==> config.mk <==
export PLATFORM = sky130hd
export DESIGN_NAME = hbrd_ctrl
export DESIGN_NICKNAME = d
export VERILOG_FILES = /design/src/hbrd_pkg.sv /design/src/hbrd_ctrl.sv
export SDC_FILE = /design/constraint.sdc
export NUM_CORES = 1
export LEC_CHECK = 0
export BUFFER_PORTS_ARGS = -buffer_cell sky130_fd_sc_hd__buf_2
export CAP_MARGIN = 15
export CORE_AREA = 5 5 42 44
export DETAILED_ROUTE_END_ITERATION = 8
export DIE_AREA = 0 0 47 49
export PLACE_DENSITY = 0.57
export SETUP_SLACK_MARGIN = 0.3
export SLEW_MARGIN = 20
export SYNTH_ARGS = -nofsm -noshare
export SYNTH_HDL_FRONTEND = slang
export SYNTH_SLANG_ARGS = --single-unit
==> constraint.sdc <==
create_clock -name clk -period 4.55 [get_ports clk]
set_clock_uncertainty 0.15 [all_clocks]
set_input_delay 0.455 -clock clk [delete_from_list [all_inputs] [get_ports clk]]
set_output_delay 0.455 -clock clk [all_outputs]
set_load 0.02 [all_outputs]
==> src/hbrd_pkg.sv <==
// Shared types, constants and register codes of the heart beat rate detector.
package hbrd_pkg;

    localparam int SAMPLE_W   = 12;
    localparam int PERIOD_W   = 8;
    localparam int MS_W       = 16;
    localparam int RATE_W     = 8;
    localparam int CLOCK_W    = 32;
    localparam int CFG_IDX_W  = 3;
    localparam int CFG_DATA_W = 16;
    localparam int DIV_W      = 16;
    localparam int DIV_CNT_W  = 5;

    localparam logic [DIV_W-1:0]    RATE_NUMERATOR = 16'd60000;
    localparam logic [MS_W-1:0]     INTERVAL_MAX   = 16'hFFFF;
    localparam logic [MS_W-1:0]     INTERVAL_RESET = 16'd600;

    localparam logic [SAMPLE_W-1:0] THRESHOLD_RESET  = 12'd2380;
    localparam logic [PERIOD_W-1:0] PERIOD_RESET     = 8'd5;
    localparam logic [MS_W-1:0]     REFRACTORY_RESET = 16'd333;
    localparam logic [MS_W-1:0]     TIMEOUT_RESET    = 16'd2000;
    localparam logic [RATE_W-1:0]   RATE_MIN_RESET   = 8'd45;
    localparam logic [RATE_W-1:0]   RATE_MAX_RESET   = 8'd90;
    localparam logic [RATE_W-1:0]   DOUBLE_MAX_RESET = 8'd180;

    typedef enum logic [CFG_IDX_W-1:0] {
        REG_THRESHOLD       = 3'd0,
        REG_SAMPLE_PERIOD   = 3'd1,
        REG_REFRACTORY      = 3'd2,
        REG_TIMEOUT         = 3'd3,
        REG_RATE_MIN        = 3'd4,
        REG_RATE_MAX        = 3'd5,
        REG_DOUBLE_RATE_MAX = 3'd6
    } hbrd_reg_t;

    typedef enum logic [3:0] {
        ST_IDLE,
        ST_ELAPSED,
        ST_EVAL,
        ST_RATE_START,
        ST_RATE_WAIT,
        ST_CLASSIFY,
        ST_PUSH,
        ST_AVG_START,
        ST_AVG_WAIT,
        ST_FINISH
    } hbrd_state_t;

    typedef struct packed {
        logic load;
        logic elapsed;
        logic eval;
        logic div_start;
        logic div_avg;
        logic classify;
        logic push;
        logic avg_load;
        logic finish;
    } hbrd_cmd_t;

    typedef struct packed {
        logic beat;
        logic fin_nz;
        logic timeout;
        logic div_done;
        logic out_free;
    } hbrd_stat_t;

endpackage

==> src/hbrd_ctrl.sv <==
// Sequencing state machine of the heart beat rate detector.
module hbrd_ctrl
    import hbrd_pkg::*;
(
    input  logic       clk,
    input  logic       rst_n,
    input  logic       in_valid,
    input  hbrd_stat_t stat,
    output logic       in_ready,
    output hbrd_cmd_t  cmd
);

    hbrd_state_t state_reg, state_next;

    always_ff @(posedge clk or negedge rst_n)
    begin
        if (!rst_n)
        begin
            state_reg <= ST_IDLE;
        end
        else
        begin
            state_reg <= state_next;
        end
    end

    always_comb
    begin
        state_next = state_reg;
        cmd        = '0;
        in_ready   = 1'b0;
        unique case (state_reg)
            ST_IDLE:
            begin
                in_ready = 1'b1;
                if (in_valid)
                begin
                    cmd.load   = 1'b1;
                    state_next = ST_ELAPSED;
                end
            end
            ST_ELAPSED:
            begin
                cmd.elapsed = 1'b1;
                state_next  = ST_EVAL;
            end
            ST_EVAL:
            begin
                cmd.eval   = 1'b1;
                state_next = stat.beat ? ST_RATE_START : ST_FINISH;
            end
            ST_RATE_START:
            begin
                cmd.div_start = 1'b1;
                state_next    = ST_RATE_WAIT;
            end
            ST_RATE_WAIT:
            begin
                if (stat.div_done)
                begin
                    state_next = ST_CLASSIFY;
                end
            end
            ST_CLASSIFY:
            begin
                // A timeout on the same tick wipes the history anyway.
                cmd.classify = 1'b1;
                state_next   = (stat.fin_nz && !stat.timeout) ? ST_PUSH : ST_FINISH;
            end
            ST_PUSH:
            begin
                cmd.push   = 1'b1;
                state_next = ST_AVG_START;
            end
            ST_AVG_START:
            begin
                cmd.div_start = 1'b1;
                cmd.div_avg   = 1'b1;
                state_next    = ST_AVG_WAIT;
            end
            ST_AVG_WAIT:
            begin
                cmd.div_avg = 1'b1;
                if (stat.div_done)
                begin
                    cmd.avg_load = 1'b1;
                    state_next   = ST_FINISH;
                end
            end
            ST_FINISH:
            begin
                if (stat.out_free)
                begin
                    cmd.finish = 1'b1;
                    state_next = ST_IDLE;
                end
            end
            default:
            begin
                state_next = ST_IDLE;
            end
        endcase
    end

endmodule

==> run metrics, run 1 <==
Unique masters post-synth 27; met1 Use GR 13.8%; Cell Area, Synth 398 µm²; fin area 510 µm²; YS warnings 0; GRT Total Usage 9.55%; DR WL/cell 11.1 µm; Gate Count Post-Synth 52; WL final around 950 µm; max FFs per register 4; Net Switching 0.000183 W; setup tns final 0 ns; Routed Antenna Nets 0; Mapped Nets 60; CP startpoint kind flop; Peak VDD IR 269 µV; Core ar. between 0.001 and 0.0015 mm²; fmax 484 MHz; met3 Use GR under 10%; Comb power frac between 50% and 60%; clk buf depth 2; die area 0.00230 mm²; Flop pwr share 29.5%; CTS Buf Count 3; global-route wire length before repair 1640 µm; internal power 0.000180 W; Slew headroom roughly two thirds; layout cells sized above 1 between 30% and 40%; crit path DAT 1.46 ns; final count of negative-setup-slack endpoints 0; vias in the first global route ~370; Placed Cells 81; H-tree levels 1; Clock Sinks 4; Hold Buf Count CTS 1; most common cell after layout, fill and taps aside buf_2; Slew @ Worst Pin 0.495 ns; vias per cell 4.96; CTS clk-pin slew, worst paths ~0.04 ns; status finished clean; I/O Buffers 17; kind of critical path flop to output port; initial antenna violation count 0; fin nets 79; Row Count 14; CTS resizes 0; largest fanout on the critical path 16; Remaining DRCs 0; pwr dens 710 mW/mm²; setup bufs post-CTS 0; Area Growth Syn to Fin 28.3%; Die Ht 49 µm; DRT iter0 DRCs 15; #FFs+latches synth 4; most frequent cells in the layout 17 x buf_2, 13 x nor2_1, 5 x nand2b_1; final worst path period share 45.4%; Tmin final 2.06 ns; worst hold path type primary input to flop; pin count of the biggest net entering global routing 17; Initial Util 28.4%; non-filler cells in the finished layout 85; CTS tree yes; dpl cell area around 480 µm²; Switching Share around 50%; met2 usage 12.4%; Root Buffer Master clkbuf_4; CP endpoint kind output port; io pins 18; RSZ-0062 raised after global routing false; worst path required time 3.94 ns; Initial DRT Pass Iterations 4; routability-driven placement congestion ratio between 0.6 and 0.7; number of diodes 0; max-slew violations 0; GR peak layer met1; gr ovfl total 0; HPWL after DPL 718 µm; Max Cap Viol 0; leakage roughly 0.25 nW; filler instances between 150 and 200; DIE WIDTH 47 µm; synthesized area per cell 7.65 µm²; Clock power frac 11.8%; DR vias 422; final hold vios 0; Tot Pwr ~0.00036 W; clock latency on the worst-skew pair ~0.23 ns; post-synthesis sequential area ratio between 20% and 30%
[through the flow]
stage	hold WS, ns	utilization, %	setup WS [ns]
after floorplan	0.00941	-	2.49
after global routing	0.290	36.4	2.37
after global placement	0.112	34.1	2.70
after CTS	0.262	36.4	2.48
after detailed placement	0.111	34.1	2.74
final	0.272	36.4	2.49
[final timing paths]
| path | startpoint | to | slack [ns] | cells after the start |
|---|---|---|---|---|
| min in group asynchronous | rst_n | state_reg[1]$_DFFE_PN0P_ | 0.41 | 2 |
| min | stat[0] | state_reg[0]$_DFFE_PN0P_ | 0.27 | 2 |
| max in group asynchronous | rst_n | state_reg[0]$_DFFE_PN0P_ | 3.73 | 2 |
| min reg2reg | state_reg[3]$_DFFE_PN0P_ | state_reg[1]$_DFFE_PN0P_ | 0.61 | 1 |
| max reg2reg | state_reg[3]$_DFFE_PN0P_ | state_reg[3]$_DFFE_PN0P_ | 2.74 | 4 |
| max | state_reg[3]$_DFFE_PN0P_ | cmd[0] | 2.49 | 4 |
[worst max-delay path, cell delays in order (launching register included)]
cell,delay [ns]
dfrtp_1,0.64
and2b_4,0.26
nand2b_1,0.08
nor2_1,0.08
buf_2,0.16
[layer usage]
layer / routed length [µm] / up-vias
met1: 410 / 186
met2: 444 / 17
met5: 0 / -
met3: 76 / 2
li1: - / 217
met4: 16 / 0
[final cells by class]
type                       instances  area [µm²]  area share, %
sequential                         4         100           19.6
multi-input combinational         43         269           52.7
inverter                           1        3.75          0.735
clock buffer                       3        22.5           4.41
tap                               16        20.0           3.92
timing repair buffer              18        95.1           18.6
[synth_stat cells]
cell type / n / share of area [%]
o32ai_1: 1 / 2.2
nor3_1: 3 / 3.8
nand2_1: 2 / 1.9
a31oi_1: 1 / 1.6
inv_1: 1 / 0.94
and2b_4: 1 / 2.5
mux2i_1: 1 / 2.5
o31ai_1: 1 / 1.9
dfrtp_1: 4 / 25
o21ai_0: 1 / 1.3
nor2_1: 13 / 12
and2_1: 1 / 1.6
buf_2: 2 / 2.5
nor4_2: 1 / 3.1
o21ai_1: 1 / 1.3
o31a_1: 1 / 2.2
a21oi_1: 3 / 3.8
and3_1: 1 / 1.6
nor2b_2: 1 / 2.2
o22a_1: 1 / 2.2
o211ai_1: 1 / 1.9
nand2b_1: 5 / 7.9
buf_6: 1 / 2.8
o21ai_2: 1 / 2.2
o32ai_2: 1 / 4.1
mux2_4: 1 / 3.8
clkbuf_1: 1 / 0.94
[power groups by stage]
stage / clock network, W / registers [W] / logic, W
floorplan: 0 / 0.0000665 / 0.000213
global placement: 0 / 0.000107 / 0.000216
detailed placement: 0 / 0.000106 / 0.000214
CTS: 0.0000462 / 0.000106 / 0.000216
global route: 0.0000477 / 0.000113 / 0.000236
finish: 0.0000428 / 0.000107 / 0.000213
[logic make-up after synthesis]
kind of cell	Yosys count	share of synthesized area [%]
DFF	4	25.2
AOI/OAI and AO/OA	13	24.5
and+or+nand+nor	28	36.8
buffers and inverters	5	7.23
muxes	2	6.29
(Power assumes the default switching activity.)
==> run 2: changes to the inputs <==
ABC_AREA = 1   (was unset)
PLACE_DENSITY = 0.54   (was 0.57)
clock period = 1.99 ns   (was 4.55 ns; I/O delays follow)
==> run metrics, run 2 <==
dpl cell area 470 µm² (was 478 µm²); DR WL/cell 10.0 µm (was 11.1 µm); worst r2r dst state_reg[3]$_DFFE_PN0P_ (unchanged); H-tree levels 1 (unchanged); RR Startpoint state_reg[3]$_DFFE_PN0P_ (unchanged); Post-synth EDFFs 0 (unchanged); vias in the first global route 421 (was 369); Die Ht 49 µm (unchanged); CTS tree yes (unchanged); I/O Buffers 17 (unchanged); largest area contributor in the netlist dfrtp_1 (unchanged); Clock Sinks 4 (unchanged); initial antenna violation count 0 (unchanged); YS warnings 0 (unchanged); Slew @ Worst Pin 0.215 ns (was 0.495 ns); global-route wire length before repair 1680 µm (was 1640 µm); Gate Count Post-Synth 66 (was 52); io pins 18 (unchanged); Max Cap Viol 0 (unchanged); Row Count 14 (unchanged); area share of the largest cell type after synthesis 27.4% (was 25.2%); WL final 1030 µm (was 947 µm); pre-CTS setup slack 0.527 ns (was 2.74 ns); fin area 512 µm² (was 510 µm²); CP endpoint kind output port (unchanged); most frequent cells in the layout 18 x nand2_1, 17 x buf_2, 12 x inv_1, 12 x nor2_1 (was 17 x buf_2, 13 x nor2_1, 5 x nand2b_1); area occupied by multi-input gates 213 µm² (was 269 µm²); CTS clk-pin slew, worst paths 0.04 ns (about the same); Root Buffer Master clkbuf_4 (unchanged); synth cell count leaders 19 x nand2_1, 13 x nor2_1, 12 x inv_1 (was 13 x nor2_1, 5 x nand2b_1, 4 x dfrtp_1); DIE WIDTH 47 µm (unchanged); worst reg2reg path depth 7 (was 4); largest fanout on the critical path 5 (was 16); die area 0.00230 mm² (unchanged); fmax 619 MHz; Synth Flop Type dfrtp_1 (unchanged); Initial Util 26.1% (was 28.4%); post-synthesis sequential area ratio 27.4% (was 25.2%); most common cell after layout, fill and taps aside nand2_1 (was buf_2); CTS Buf Count 3 (unchanged); final hold vios 0 (unchanged); layout cells sized above 1 35.6% (was 37.7%); fin nets 97 (was 79); top-count cell post-synth nand2_1 (was nor2_1); kind of critical path flop to output port (unchanged); Core ar. 0.00140 mm² (unchanged); Reg area 101 µm² (was 100 µm²); pin count of the biggest net entering global routing 7 (was 17); max FFs per register 4 (unchanged); fraction of registers with async set/reset 100% (unchanged); Tot Pwr 0.000699 W (was 0.000362 W); Initial DRT Pass Iterations 4 (unchanged); crit path DAT 1.27 ns (was 1.46 ns); final count of negative-setup-slack endpoints 0 (unchanged); Unique masters post-synth 15 (was 27); #FFs+latches synth 4 (unchanged); r2r setup slk 0.66 ns (was 2.74 ns); hold path depth 3 (was 2); Tmin final about 1.6 ns; status finished clean (unchanged); Area Growth Syn to Fin 40.1% (was 28.3%); CP startpoint kind flop (unchanged); Cell Area, Synth 365 µm² (was 398 µm²); DRT iter0 DRCs 8 (was 15); HPWL after DPL 871 µm (was 718 µm); Mapped Nets 74 (was 60); DR vias 460 (was 422); synthesized area per cell 5.54 µm² (was 7.65 µm²); number of diodes 0 (unchanged); clk buf depth 2 (unchanged); final worst path period share 81.1%; pwr dens 1360 mW/mm² (was 710 mW/mm²); Peak VDD IR 733 µV (was 269 µV); synth top area cells dfrtp_1 27%, nand2_1 20%, nor2_1 13%, inv_1 12%, nand3_1 5.5% (was dfrtp_1 25%, nor2_1 12%, nand2b_1 7.9%, o32ai_2 4.1%, a21oi_1 3.8%); gr ovfl total 0 (unchanged); vias per cell 4.47 (was 4.96); max-slew violations 0 (unchanged); RSZ-0062 raised after global routing false (unchanged); final worst slack 0.375 ns (was 2.49 ns); worst hold path type primary input to flop (unchanged); GRT Total Usage 10.2% (was 9.55%); setup tns final 0 ns (unchanged); Remaining DRCs 0 (unchanged); Slew headroom 85.5% (was 67.0%); Routed Antenna Nets 0 (unchanged); worst hold start stat[4] (was stat[0]); WHS Endpoint state_reg[1]$_DFFE_PN0P_ (was state_reg[0]$_DFFE_PN0P_); filler instances 170 (was 156); routability-driven placement congestion ratio 0.737 (was 0.688); clock latency on the worst-skew pair 0.24 ns (was 0.23 ns); leakage 0.338 nW (was 0.251 nW); worst path required time 1.64 ns (was 3.94 ns)
[run 2: cell types whose count changed after synthesis, sizes merged, moves of 3 or more]
cell,delta
buf,-3
nand3,+4
nand2b,-5
inv,+13
nand2,+20
[run 2: critical path, stage by stage (launching register included)]
cell and delay, ns:
dfrtp_1 0.42, nor2_2 0.20, nand2_2 0.10, inv_1 0.07
nor2_2 0.04, inv_1 0.04, buf_2 0.15
[run 2: layout make-up]
class / instances / share of cell area [%]
Multi-Input combinational cell: 47 / 41.6
Sequential cell: 4 / 19.8
Timing Repair Buffer: 18 / 18.6
Inverter: 15 / 11.7
Clock buffer: 3 / 4.40
Tap cell: 16 / 3.91
[run 2: cells by family after synthesis]
kind of cell / count (synthesis) / synth area share, %
buffers and inverters: 15 / 15.8
and+or+nand+nor: 44 / 52.1
DFF: 4 / 27.4
AOI/OAI and AO/OA: 3 / 4.79
[run 2: worst max-delay path by stage]
stage / from / end / slack (ns) / cells after the start
4_1_cts: state_reg[3]$_DFFE_PN0P_ / cmd[4] / 0.30 / 7
3_5_place_dp: state_reg[3]$_DFFE_PN0P_ / cmd[4] / 0.53 / 7
6_report: state_reg[1]$_DFFE_PN0P_ / cmd[4] / 0.38 / 6
3_3_place_gp: state_reg[3]$_DFFE_PN0P_ / cmd[4] / 0.57 / 7
5_1_grt: state_reg[3]$_DFFE_PN0P_ / cmd[4] / 0.32 / 7
2_1_floorplan: state_reg[3]$_DFFE_PN0P_ / cmd[0] / 0.45 / 2
[run 2: per-stage QoR]
step | utilization, % | hold WS [ns] | cells
after floorplan | - | -0.247 | 66
after global placement | 33.6 | -0.145 | 99
after detailed placement | 33.6 | -0.143 | 99
after CTS | 36.0 | 0.0279 | 103
after global routing | 36.5 | 0.0461 | 103
final | 36.5 | 0.0273 | 103
[run 2: what timing repair did]
action / in CTS / in global routing
buffers inserted: 0 / 0
setup endpoints to repair: 1 / 1
hold buffers: 1 / 0
endpoints found under the hold margin: 4 / 0
cloned: 0 / 0
gates resized for setup: 1 / 3
[run 2: where the power goes]
| part | internal, W | switching [W] | total [W] |
|---|---|---|---|
| logic | 0.000147 | 0.000287 | 0.000434 |
| clock network | 0.0000676 | 0.0000357 | 0.000103 |
| registers | 0.000115 | 0.0000458 | 0.000161 |
| total | 0.000330 | 0.000369 | 0.000699 |
[run 2: routing by layer]
metal	part of all wire [%]	wire length, µm	GRT usage, %	vias to the layer above
met5	0	0	0	-
met4	1.2	12	4.15	0
met3	9.8	101	4.80	2
met2	49	501	15.4	22
met1	40	415	11.9	196
li1	-	-	-	240
