### config.mk
export PLATFORM = sky130hd
export DESIGN_NAME = hbrd_datapath
export DESIGN_NICKNAME = d
export VERILOG_FILES = /design/src/hbrd_pkg.sv /design/src/hbrd_divider.sv /design/src/hbrd_datapath.sv
export SDC_FILE = /design/constraint.sdc
export NUM_CORES = 1
export LEC_CHECK = 0
export BUFFER_PORTS_ARGS = -buffer_cell sky130_fd_sc_hd__buf_4
export CORE_UTILIZATION = 50
export DETAILED_ROUTE_END_ITERATION = 12
export PLACE_DENSITY = 0.64
export SKIP_LAST_GASP = 1
export SYNTH_ARGS = -nofsm -noshare
export SYNTH_HDL_FRONTEND = slang
export SYNTH_SLANG_ARGS = --single-unit
### constraint.sdc
create_clock -name clk -period 10.5 [get_ports clk]
set_clock_uncertainty 0.15 [all_clocks]
set_input_delay 2.1 -clock clk [delete_from_list [all_inputs] [get_ports clk]]
set_output_delay 2.1 -clock clk [all_outputs]
set_load 0.1 [all_outputs]
### src/hbrd_pkg.sv
// Shared types, constants and register codes of the heart beat rate detector.
package hbrd_pkg;

    localparam int SAMPLE_W   = 12;
    localparam int PERIOD_W   = 8;
    localparam int MS_W       = 16;
    localparam int RATE_W     = 8;
    localparam int CLOCK_W    = 32;
    localparam int CFG_IDX_W  = 3;
    localparam int CFG_DATA_W = 16;
    localparam int DIV_W      = 16;
    localparam int DIV_CNT_W  = 5;

    localparam logic [DIV_W-1:0]    RATE_NUMERATOR = 16'd60000;
    localparam logic [MS_W-1:0]     INTERVAL_MAX   = 16'hFFFF;
    localparam logic [MS_W-1:0]     INTERVAL_RESET = 16'd600;

    localparam logic [SAMPLE_W-1:0] THRESHOLD_RESET  = 12'd2380;
    localparam logic [PERIOD_W-1:0] PERIOD_RESET     = 8'd5;
    localparam logic [MS_W-1:0]     REFRACTORY_RESET = 16'd333;
    localparam logic [MS_W-1:0]     TIMEOUT_RESET    = 16'd2000;
    localparam logic [RATE_W-1:0]   RATE_MIN_RESET   = 8'd45;
    localparam logic [RATE_W-1:0]   RATE_MAX_RESET   = 8'd90;
    localparam logic [RATE_W-1:0]   DOUBLE_MAX_RESET = 8'd180;

    typedef enum logic [CFG_IDX_W-1:0] {
        REG_THRESHOLD       = 3'd0,
        REG_SAMPLE_PERIOD   = 3'd1,
        REG_REFRACTORY      = 3'd2,
        REG_TIMEOUT         = 3'd3,
        REG_RATE_MIN        = 3'd4,
        REG_RATE_MAX        = 3'd5,
        REG_DOUBLE_RATE_MAX = 3'd6
    } hbrd_reg_t;

    typedef enum logic [3:0] {
        ST_IDLE,
        ST_ELAPSED,
        ST_EVAL,
        ST_RATE_START,
        ST_RATE_WAIT,
        ST_CLASSIFY,
        ST_PUSH,
        ST_AVG_START,
        ST_AVG_WAIT,
        ST_FINISH
    } hbrd_state_t;

    typedef struct packed {
        logic load;
        logic elapsed;
        logic eval;
        logic div_start;
        logic div_avg;
        logic classify;
        logic push;
        logic avg_load;
        logic finish;
    } hbrd_cmd_t;

    typedef struct packed {
        logic beat;
        logic fin_nz;
        logic timeout;
        logic div_done;
        logic out_free;
    } hbrd_stat_t;

endpackage

### src/hbrd_divider.sv
// Restoring divider that produces one quotient bit per cycle.
module hbrd_divider
    import hbrd_pkg::*;
(
    input  logic             clk,
    input  logic             rst_n,
    input  logic             start,
    input  logic [DIV_W-1:0] dividend,
    input  logic [DIV_W-1:0] divisor,
    output logic [DIV_W-1:0] quotient,
    output logic             done
);

    logic [DIV_W-1:0]     rem_reg, rem_next;
    logic [DIV_W-1:0]     quo_reg, quo_next;
    logic [DIV_W-1:0]     dvs_reg, dvs_next;
    logic [DIV_CNT_W-1:0] cnt_reg, cnt_next;
    logic                 busy_reg, busy_next;
    logic                 done_reg, done_next;
    logic [DIV_W:0]       trial;

    always_comb
    begin
        trial     = {rem_reg, quo_reg[DIV_W-1]} - {1'b0, dvs_reg};
        rem_next  = rem_reg;
        quo_next  = quo_reg;
        dvs_next  = dvs_reg;
        cnt_next  = cnt_reg;
        busy_next = busy_reg;
        done_next = done_reg;
        if (start)
        begin
            rem_next  = '0;
            quo_next  = dividend;
            dvs_next  = divisor;
            cnt_next  = '0;
            busy_next = 1'b1;
            done_next = 1'b0;
        end
        else if (busy_reg)
        begin
            // A clear borrow means the shifted remainder covers the divisor.
            if (!trial[DIV_W])
            begin
                rem_next = trial[DIV_W-1:0];
                quo_next = {quo_reg[DIV_W-2:0], 1'b1};
            end
            else
            begin
                rem_next = {rem_reg[DIV_W-2:0], quo_reg[DIV_W-1]};
                quo_next = {quo_reg[DIV_W-2:0], 1'b0};
            end
            cnt_next = cnt_reg + 1'b1;
            if (cnt_reg == DIV_CNT_W'(DIV_W - 1))
            begin
                busy_next = 1'b0;
                done_next = 1'b1;
            end
        end
    end

    always_ff @(posedge clk or negedge rst_n)
    begin
        if (!rst_n)
        begin
            cnt_reg  <= '0;
            busy_reg <= 1'b0;
            done_reg <= 1'b0;
        end
        else
        begin
            cnt_reg  <= cnt_next;
            busy_reg <= busy_next;
            done_reg <= done_next;
        end
    end

    always_ff @(posedge clk)
    begin
        rem_reg <= rem_next;
        quo_reg <= quo_next;
        dvs_reg <= dvs_next;
    end

    assign quotient = quo_reg;
    assign done     = done_reg;

endmodule

### src/hbrd_datapath.sv
// Registers, rate history and arithmetic of the heart beat rate detector.
module hbrd_datapath
    import hbrd_pkg::*;
#(
    parameter int HISTORY_DEPTH = 20
)
(
    input  logic                  clk,
    input  logic                  rst_n,
    input  hbrd_cmd_t             cmd,
    output hbrd_stat_t            stat,
    input  logic                  wr_en,
    input  logic [CFG_IDX_W-1:0]  wr_index,
    input  logic [CFG_DATA_W-1:0] wr_data,
    input  logic [SAMPLE_W-1:0]   sample,
    input  logic                  out_ready,
    output logic                  out_valid,
    output logic [RATE_W-1:0]     rate_bpm,
    output logic                  rate_updated,
    output logic                  beat_seen,
    output logic                  in_pulse,
    output logic [MS_W-1:0]       interval_ms
);

    localparam int IDX_W = (HISTORY_DEPTH > 1) ? $clog2(HISTORY_DEPTH) : 1;
    localparam int CNT_W = $clog2(HISTORY_DEPTH + 1);
    localparam int SUM_W = $clog2(HISTORY_DEPTH * 255 + 1);

    // Configuration registers.
    logic [SAMPLE_W-1:0] thr_reg, thr_next;
    logic [PERIOD_W-1:0] period_reg, period_next;
    logic [MS_W-1:0]     refr_reg, refr_next;
    logic [MS_W-1:0]     tmo_reg, tmo_next;
    logic [RATE_W-1:0]   rmin_reg, rmin_next;
    logic [RATE_W-1:0]   rmax_reg, rmax_next;
    logic [RATE_W-1:0]   dmax_reg, dmax_next;

    // Detector state.
    logic [CLOCK_W-1:0]  clock_reg, clock_next;
    logic [CLOCK_W-1:0]  last_beat_reg, last_beat_next;
    logic                pulse_reg, pulse_next;
    logic [MS_W-1:0]     interval_reg, interval_next;
    logic [IDX_W-1:0]    wp_reg, wp_next;
    logic [CNT_W-1:0]    filled_reg, filled_next;
    logic [SUM_W-1:0]    sum_reg, sum_next;
    logic [RATE_W-1:0]   avg_reg, avg_next;
    logic                out_valid_reg, out_valid_next;

    // Per-item working values.
    logic [SAMPLE_W-1:0] sample_reg, sample_next;
    logic [CLOCK_W-1:0]  elapsed_reg, elapsed_next;
    logic                beat_reg, beat_next;
    logic                timeout_reg, timeout_next;
    logic                updated_reg, updated_next;
    logic [RATE_W-1:0]   fin_reg, fin_next;
    logic [RATE_W-1:0]   old_reg;

    // Output holding registers.
    logic [RATE_W-1:0]   out_rate_reg, out_rate_next;
    logic                out_upd_reg, out_upd_next;
    logic                out_beat_reg, out_beat_next;
    logic                out_pulse_reg, out_pulse_next;
    logic [MS_W-1:0]     out_int_reg, out_int_next;

    logic [RATE_W-1:0]   hist_mem [HISTORY_DEPTH];

    logic [DIV_W-1:0]    div_dividend, div_divisor, div_quo;
    logic                div_done;
    logic                beat_now;
    logic                full;
    logic [RATE_W-1:0]   fin;

    assign div_dividend = cmd.div_avg ? DIV_W'(sum_reg) : RATE_NUMERATOR;
    assign div_divisor  = cmd.div_avg ? DIV_W'(filled_reg) : interval_reg;

    hbrd_divider u_div (
        .clk      (clk),
        .rst_n    (rst_n),
        .start    (cmd.div_start),
        .dividend (div_dividend),
        .divisor  (div_divisor),
        .quotient (div_quo),
        .done     (div_done)
    );

    assign beat_now = (sample_reg > thr_reg) && !pulse_reg
                      && (elapsed_reg > CLOCK_W'(refr_reg));
    assign full     = (filled_reg == CNT_W'(HISTORY_DEPTH));

    // Double counts are halved, real rates kept, the rest dropped.
    always_comb
    begin
        fin = '0;
        if ((div_quo > DIV_W'(rmax_reg)) && (div_quo < DIV_W'(dmax_reg)))
        begin
            fin = div_quo[RATE_W:1];
        end
        else if ((div_quo >= DIV_W'(rmin_reg)) && (div_quo <= DIV_W'(rmax_reg)))
        begin
            fin = div_quo[RATE_W-1:0];
        end
    end

    always_comb
    begin
        thr_next       = thr_reg;
        period_next    = period_reg;
        refr_next      = refr_reg;
        tmo_next       = tmo_reg;
        rmin_next      = rmin_reg;
        rmax_next      = rmax_reg;
        dmax_next      = dmax_reg;
        clock_next     = clock_reg;
        last_beat_next = last_beat_reg;
        pulse_next     = pulse_reg;
        interval_next  = interval_reg;
        wp_next        = wp_reg;
        filled_next    = filled_reg;
        sum_next       = sum_reg;
        avg_next       = avg_reg;
        out_valid_next = out_valid_reg;
        sample_next    = sample_reg;
        elapsed_next   = elapsed_reg;
        beat_next      = beat_reg;
        timeout_next   = timeout_reg;
        updated_next   = updated_reg;
        fin_next       = fin_reg;
        out_rate_next  = out_rate_reg;
        out_upd_next   = out_upd_reg;
        out_beat_next  = out_beat_reg;
        out_pulse_next = out_pulse_reg;
        out_int_next   = out_int_reg;

        if (wr_en)
        begin
            unique case (wr_index)
                REG_THRESHOLD:       thr_next    = wr_data[SAMPLE_W-1:0];
                REG_SAMPLE_PERIOD:   period_next = wr_data[PERIOD_W-1:0];
                REG_REFRACTORY:      refr_next   = wr_data[MS_W-1:0];
                REG_TIMEOUT:         tmo_next    = wr_data[MS_W-1:0];
                REG_RATE_MIN:        rmin_next   = wr_data[RATE_W-1:0];
                REG_RATE_MAX:        rmax_next   = wr_data[RATE_W-1:0];
                REG_DOUBLE_RATE_MAX: dmax_next   = wr_data[RATE_W-1:0];
                default:             ;
            endcase
        end

        if (cmd.load)
        begin
            sample_next = sample;
            clock_next  = clock_reg + CLOCK_W'(period_reg);
        end

        if (cmd.elapsed)
        begin
            elapsed_next = clock_reg - last_beat_reg;
        end

        if (cmd.eval)
        begin
            beat_next    = beat_now;
            timeout_next = elapsed_reg > CLOCK_W'(tmo_reg);
            updated_next = 1'b0;
            if (beat_now)
            begin
                pulse_next     = 1'b1;
                last_beat_next = clock_reg;
                interval_next  = (elapsed_reg[CLOCK_W-1:MS_W] != '0)
                                 ? INTERVAL_MAX : elapsed_reg[MS_W-1:0];
            end
            else if ((sample_reg < thr_reg) && pulse_reg)
            begin
                pulse_next = 1'b0;
            end
        end

        if (cmd.classify)
        begin
            fin_next = fin;
            if (fin != '0)
            begin
                updated_next = 1'b1;
            end
        end

        if (cmd.push)
        begin
            if (full)
            begin
                sum_next = sum_reg - SUM_W'(old_reg) + SUM_W'(fin_reg);
            end
            else
            begin
                sum_next    = sum_reg + SUM_W'(fin_reg);
                filled_next = filled_reg + 1'b1;
            end
            wp_next = (wp_reg == IDX_W'(HISTORY_DEPTH - 1)) ? '0 : wp_reg + 1'b1;
        end

        if (cmd.avg_load)
        begin
            avg_next = div_quo[RATE_W-1:0];
        end

        if (out_valid_reg && out_ready)
        begin
            out_valid_next = 1'b0;
        end

        if (cmd.finish)
        begin
            out_valid_next = 1'b1;
            out_rate_next  = timeout_reg ? '0 : avg_reg;
            out_upd_next   = updated_reg || (timeout_reg && (avg_reg != '0));
            out_beat_next  = beat_reg;
            out_pulse_next = pulse_reg;
            out_int_next   = interval_reg;
            if (timeout_reg)
            begin
                wp_next     = '0;
                filled_next = '0;
                sum_next    = '0;
                avg_next    = '0;
            end
        end
    end

    always_ff @(posedge clk or negedge rst_n)
    begin
        if (!rst_n)
        begin
            thr_reg       <= THRESHOLD_RESET;
            period_reg    <= PERIOD_RESET;
            refr_reg      <= REFRACTORY_RESET;
            tmo_reg       <= TIMEOUT_RESET;
            rmin_reg      <= RATE_MIN_RESET;
            rmax_reg      <= RATE_MAX_RESET;
            dmax_reg      <= DOUBLE_MAX_RESET;
            clock_reg     <= '0;
            last_beat_reg <= '0;
            pulse_reg     <= 1'b0;
            interval_reg  <= INTERVAL_RESET;
            wp_reg        <= '0;
            filled_reg    <= '0;
            sum_reg       <= '0;
            avg_reg       <= '0;
            out_valid_reg <= 1'b0;
        end
        else
        begin
            thr_reg       <= thr_next;
            period_reg    <= period_next;
            refr_reg      <= refr_next;
            tmo_reg       <= tmo_next;
            rmin_reg      <= rmin_next;
            rmax_reg      <= rmax_next;
            dmax_reg      <= dmax_next;
            clock_reg     <= clock_next;
            last_beat_reg <= last_beat_next;
            pulse_reg     <= pulse_next;
            interval_reg  <= interval_next;
            wp_reg        <= wp_next;
            filled_reg    <= filled_next;
            sum_reg       <= sum_next;
            avg_reg       <= avg_next;
            out_valid_reg <= out_valid_next;
        end
    end

    always_ff @(posedge clk)
    begin
        sample_reg    <= sample_next;
        elapsed_reg   <= elapsed_next;
        beat_reg      <= beat_next;
        timeout_reg   <= timeout_next;
        updated_reg   <= updated_next;
        fin_reg       <= fin_next;
        out_rate_reg  <= out_rate_next;
        out_upd_reg   <= out_upd_next;
        out_beat_reg  <= out_beat_next;
        out_pulse_reg <= out_pulse_next;
        out_int_reg   <= out_int_next;
    end

    // The entry being replaced is read before the push overwrites it.
    always_ff @(posedge clk)
    begin
        if (cmd.push)
        begin
            hist_mem[wp_reg] <= fin_reg;
        end
        if (cmd.classify)
        begin
            old_reg <= hist_mem[wp_reg];
        end
    end

    assign stat.beat     = beat_now;
    assign stat.fin_nz   = (fin != '0);
    assign stat.timeout  = timeout_reg;
    assign stat.div_done = div_done;
    assign stat.out_free = !out_valid_reg || out_ready;

    assign out_valid    = out_valid_reg;
    assign rate_bpm     = out_rate_reg;
    assign rate_updated = out_upd_reg;
    assign beat_seen    = out_beat_reg;
    assign in_pulse     = out_pulse_reg;
    assign interval_ms  = out_int_reg;

endmodule

==> results of run 1 <==
[through the flow]
| stage | hold slack, ns | setup WS, ns | instance area (µm²) | util (%) | cells |
|---|---|---|---|---|---|
| 2_1_floorplan | 0.2503 | 4.759 | 24540 | - | 2009 |
| 3_3_place_gp | 0.2773 | 5.457 | 25740 | 53.58 | 2647 |
| 3_5_place_dp | 0.2635 | 5.303 | 25740 | 53.58 | 2647 |
| 4_1_cts | 0.2748 | 4.677 | 27500 | 57.24 | 2746 |
| 5_1_grt | 0.2765 | 4.364 | 27500 | 57.24 | 2746 |
| 6_report | 0.2728 | 4.750 | 27500 | 57.24 | 2746 |
[cells in the mapped netlist, types with 40 or more instances]
master / count
a21oi_1: 74
clkbuf_1: 50
dfrtp_1: 162
edfxtp_1: 281
ha_1: 154
inv_1: 195
mux2_2: 84
mux4_2: 40
nand2_1: 140
nor2_1: 121
nor2b_1: 41
o21ai_0: 112
xnor2_1: 68
[metal layers]
metal | routed length, µm | up-vias | part of all wire, %
met2 | 26160 | 264 | 50
met3 | 1990 | 68 | 3.8
met5 | 0 | - | 0
met1 | 23540 | 7539 | 45
met4 | 1130 | 0 | 2.1
li1 | - | 7402 | -
[power groups by stage]
stage / Combinational, mW / Clock, mW / Sequential [mW]
after floorplan: 1.56 / 0 / 2.80
after global placement: 2.10 / 0 / 2.74
after detailed placement: 2.15 / 0 / 2.75
after CTS: 2.16 / 1.91 / 2.71
after global routing: 2.40 / 1.98 / 2.75
final: 2.14 / 1.87 / 2.71
[kinds of logic after synthesis]
kind of cell | synth area share (%)
AOI/OAI and AO/OA | 9.774
xor gates and xnor gates | 3.360
adders and majority gates | 8.831
buffers and inverters | 4.109
DFF | 55.93
muxes | 8.505
and+or+nand+nor | 9.489
[worst max path at each step]
stage,depth (start not counted),to,slack (ns),start
floorplan,11,stat[3],4.76,rmax_reg[1]
global placement,9,stat[4],5.46,thr_reg[6]
detailed placement,6,stat[4],5.30,elapsed_reg[19]
CTS,6,stat[4],4.68,elapsed_reg[19]
global route,6,stat[4],4.36,elapsed_reg[19]
finish,6,stat[4],4.75,elapsed_reg[19]
[worst max-delay path, stage by stage, from the launching register on]
cell	delay [ns]
edfxtp_1	0.36
nor4_1	0.34
nand4_1	0.73
a2111oi_0	0.63
o21ai_0	0.29
o21a_1	0.29
buf_4	0.25
[area by class of cell]
type	instances	area, µm²	share of cell area (%)
Sequential cell	494	13730	49.91
Tap cell	615	769.5	2.798
Clock inverter	19	220.2	0.8007
Clock buffer	80	1539	5.596
Inverter	196	735.7	2.675
Timing Repair Buffer	90	681.9	2.479
Multi-Input combinational cell	1252	9829	35.74
==> results.ini, run 1 <==
[clock_network]
ctsHoldBuffers=0
ctsLongestPathBuffers=3
postCtsSetupRepairBufs=0
cts_max_level=2
clock_sinks=494
cts_buffers=53
clk_latency_ns=0.61
path_clk_slew_ns=0.06
clk_root_buffer_cell=clkbuf_16
cts_tree=done
cts_resized=0

[detailed_routing]
drc_errors=0
viasPerCell=5.562
drtAntennaViolNets=0
vias=15273
drtIter0Drc=978
drtPass1Iterations=5
routed_wl_um=52830
wire_per_inst_um=19.24

[global_routing]
grt_max_degree=75
globalRouteTotalUtil_pct=21.64
gr-total-overflow=0
grt_pass1_wl_um=84340
use_met3_pct=2.781
use_met1_pct=28.93
busiest_layer=met2
use_met2_pct=37.09
antenna_found_initial=0
grt_pass1_vias=15291

[sta]
setup_violations=0
period_share_pct=54.76
timing.setup.tns_ns=0
rsz0062_at_grt=false
worst_slew_pin_slew_ns=1.210
slew-limit-headroom_pct=18.90
final.min_clock_period_ns=5.750
slew_viol_final=0
hold_viol=0
fmax_mhz=173.9

[synthesis]
synth_ff_type=edfxtp_1
synth_edf_count=281
synth_nets=2219
seq_area_frac_synth_pct=55.93
yosysTopAreaCellShare_pct=34.39
synth_area_um2=24540
synth_cell_types=76
yosys_warnings=0
synthTopCellsByArea=edfxtp_1, dfrtp_1, ha_1, mux2_2, mux4_2
synth_top_area_cell=edfxtp_1
syn_avg_cell_area_um2=12.21
synth.ff_latch_count=494
ys_async_sr_fraction_pct=39.68
netlist_instances=2009

[floorplanning]
dieArea_um2=49970
fp.coreArea_um2=48050
dieHeight_um=223.5
start_util_pct=51.08
io_pins=77
die_w_um=223.5
rows=80

[layout]
regMostFlops=hist_mem
largest_reg_flops=160
final_common_cell=edfxtp_1
antenna_cells=0
area_growth_pct=12.07
fill_cells=3927
drive_gt1_share_pct=16.47
final_cell_mix=edfxtp_1, inv_1, dfrtp_1
fin_nets=2297

[critical_path]
r2r_slack_ns=6.30
r2r_cells=13
start_kind=flip-flop
reg2reg_to=sum_reg[12]
end_kind=output pin
arrival_ns=3.50
timing.rr.start=fin_reg[1]
worstPathRequired_ns=8.25
worst-setup-path-type=reg2out
critPathMaxFanout=19

[power_and_ir_drop]
design_power_total_mw=6.721
switching_share_pct=32.56
p_leak_nw=11.35
ir_worst_vdd_uv=209.1
comb_power_share_pct=31.9
clock_power_share_pct=27.8
intPower_mw=4.532
pwr-share-seq_pct=40.3
netSwitchingPower_mw=2.188
power_per_cell_area_nw_per_um2=244.4

[place]
placement.io_buffers=76
gp_congestion=0.8318
dp_hpwl_um=36840

[worst_hold_path]
hold_path.class=reg2reg
min_path_cells=0
hold_end=beat_seen
min_from=beat_reg

[job]
maxCapViolCount=0

[status]
status=finished, final reports clean

No activity file was read; power rests on OpenSTA's default activity.
==> run 2, diff against run 1 <==
--- a/config.mk
+++ b/config.mk
@@ -5,6 +5,7 @@
 export SDC_FILE = /design/constraint.sdc
 export NUM_CORES = 1
 export LEC_CHECK = 0
+export ABC_AREA = 1
 export BUFFER_PORTS_ARGS = -buffer_cell sky130_fd_sc_hd__buf_4
 export CORE_UTILIZATION = 50
 export DETAILED_ROUTE_END_ITERATION = 12
==> constraint.sdc (replaced) <==
create_clock -name clk -period 5.4 [get_ports clk]
set_clock_uncertainty 0.15 [all_clocks]
set_input_delay 1.08 -clock clk [delete_from_list [all_inputs] [get_ports clk]]
set_output_delay 1.08 -clock clk [all_outputs]
set_load 0.1 [all_outputs]
==> run 2 against run 1 <==
Against the previous run: hold slack better by 0.012 ns; die area is 3.4% higher; register-to-register slack worse by 4.4 ns; critical path type unchanged; largest power group unchanged; highest routed layer unchanged.
==> results.ini, run 2 <==
[layout]
final_cell_mix=nand2_1, inv_1, edfxtp_1
fin_nets=2978
area_growth_pct=11.26
ff_latch_area_um2=13730
final_area_um2=28240
fin_cells=3482
antenna_cells=0
drive_gt1_share_pct=8.790
fill_cells=4466
multi_input_area_um2=9839
final_util_pct=56.39
final_common_cell=nand2_1
largest_reg_flops=160
regMostFlops=hist_mem

[critical_path]
worst-setup-path-type=reg2out
cp_num_buf_inv=1
critPathMaxFanout=9
end_kind=output pin
start_kind=flip-flop
arrival_ns=2.94
cpPeakStageDelay_ns=0.53
critPathTopFamily=simple AND/OR/NAND/NOR gates
worstPathRequired_ns=4.17
cp_slowest_cell=edfxtp_1
path_cells=ha_1, nand2_1, nor2_1, nand4_1, nand2b_1, nand2_2, nor2_1, nand2_1, nand2_1, nor2_1, nand4_1, buf_4

[sta]
rsz0062_at_grt=false
worst_slew_pin_slew_ns=1.060
final.min_clock_period_ns=4.168
setup_violations=0
fin_ws_ns=1.232
hold_viol=0
hold_slack_ns=0.2849
timing.setup.tns_ns=0
slew_viol_final=0
period_share_pct=77.18
fmax_mhz=239.9
slew-limit-headroom_pct=29.13

[synthesis]
synth_nets=2909
synth_cell_types=55
synth_ff_type=edfxtp_1
synthTopCellsByArea=edfxtp_1, dfrtp_1, ha_1, nand2_1, inv_1
netlist_instances=2699
yosysTopAreaCellShare_pct=33.25
synth.ff_latch_count=494
syn_avg_cell_area_um2=9.403
yosys_warnings=0
seq_area_frac_synth_pct=54.08
synth_common_cells=nand2_1, inv_1, edfxtp_1
ys_async_sr_fraction_pct=39.68
synth_area_um2=25380
synth.most_common_cell=nand2_1
synth_edf_count=281
synth_top_area_cell=edfxtp_1

[job]
maxCapViolCount=0

[place]
gp_congestion=0.9132
dp_hpwl_um=42280
placed_cell_area_um2=26540
dp.cells=3387
placement.io_buffers=76
dp_slack_ns=1.828

[clock_network]
ctsLongestPathBuffers=3
clock_sinks=494
clk_latency_ns=0.61
clk_root_buffer_cell=clkbuf_16
cts_tree=done
postCtsSetupRepairBufs=0
ctsHoldBuffers=0
cts_resized=0
path_clk_slew_ns=0.06
cts_buffers=51
cts_max_level=2

[global_routing]
use_met3_pct=3.704
grt_pass1_wl_um=96800
busiest_layer=met2
grt_max_degree=106
use_met2_pct=39.51
gr-total-overflow=0
globalRouteTotalUtil_pct=24.23
grt_pass1_vias=18056
antenna_found_initial=1
use_met1_pct=33.56

[detailed_routing]
drtIter0Drc=1398
drtAntennaViolNets=0
wire_per_inst_um=17.48
viasPerCell=5.345
routed_wl_um=60870
drtPass1Iterations=6
vias=18612
drc_errors=0

[power_and_ir_drop]
p_leak_nw=12.51
ir_worst_vdd_uv=360.6
power_per_cell_area_nw_per_um2=456.8
design_power_total_mw=12.90

[floorplanning]
die_w_um=227.3
fp.coreArea_um2=50070
dieArea_um2=51660
rows=82
start_util_pct=50.69
io_pins=77
dieHeight_um=227.3

[status]
status=finished, final reports clean

[worst_hold_path]
hold_path.class=reg2reg

==> run 2: metal layers <==
layer / vias up / wire length, µm
met5: - / 0
met4: 0 / 1512
met3: 94 / 3197
met2: 458 / 28300
met1: 8884 / 27860
li1: 9176 / -
==> run 2: layout make-up <==
class,instances,share of cell area [%]
clock buffer,65,4.848
clock inverter,30,1.148
sequential,494,48.62
timing repair buffer,88,2.406
inverter,388,5.158
tap,672,2.978
multi-input combinational,1745,34.85
==> run 2: path summary, 6_finish.rpt <==
check	slack [ns]	start	to	depth (start not counted)
min in group asynchronous	0.43	rst_n	rmax_reg[5]	1
setup reg to reg	1.90	fin_reg[3]	sum_reg[10]	16
setup / recovery	1.23	u_div.quotient[5]	stat[3]	12
max in group asynchronous	3.53	rst_n	clock_reg[27]	2
hold / removal	0.28	beat_reg	beat_seen	0
hold reg to reg	0.28	beat_reg	beat_seen	0
==> run 2: logic make-up after synthesis <==
| family | share of synthesized area, % |
|---|---|
| simple gates | 15.90 |
| compound gates | 11.74 |
| flops | 54.08 |
| buf+inv | 7.148 |
| fa+ha+maj | 8.539 |
| xor+xnor | 2.588 |
==> run 2: power by group <==
part | total, mW | switching [mW] | internal (mW)
combinational | 4.08 | 2.65 | 1.43
clock | 3.57 | 1.52 | 2.05
sequential | 5.26 | 0.486 | 4.77
total | 12.9 | 4.65 | 8.25
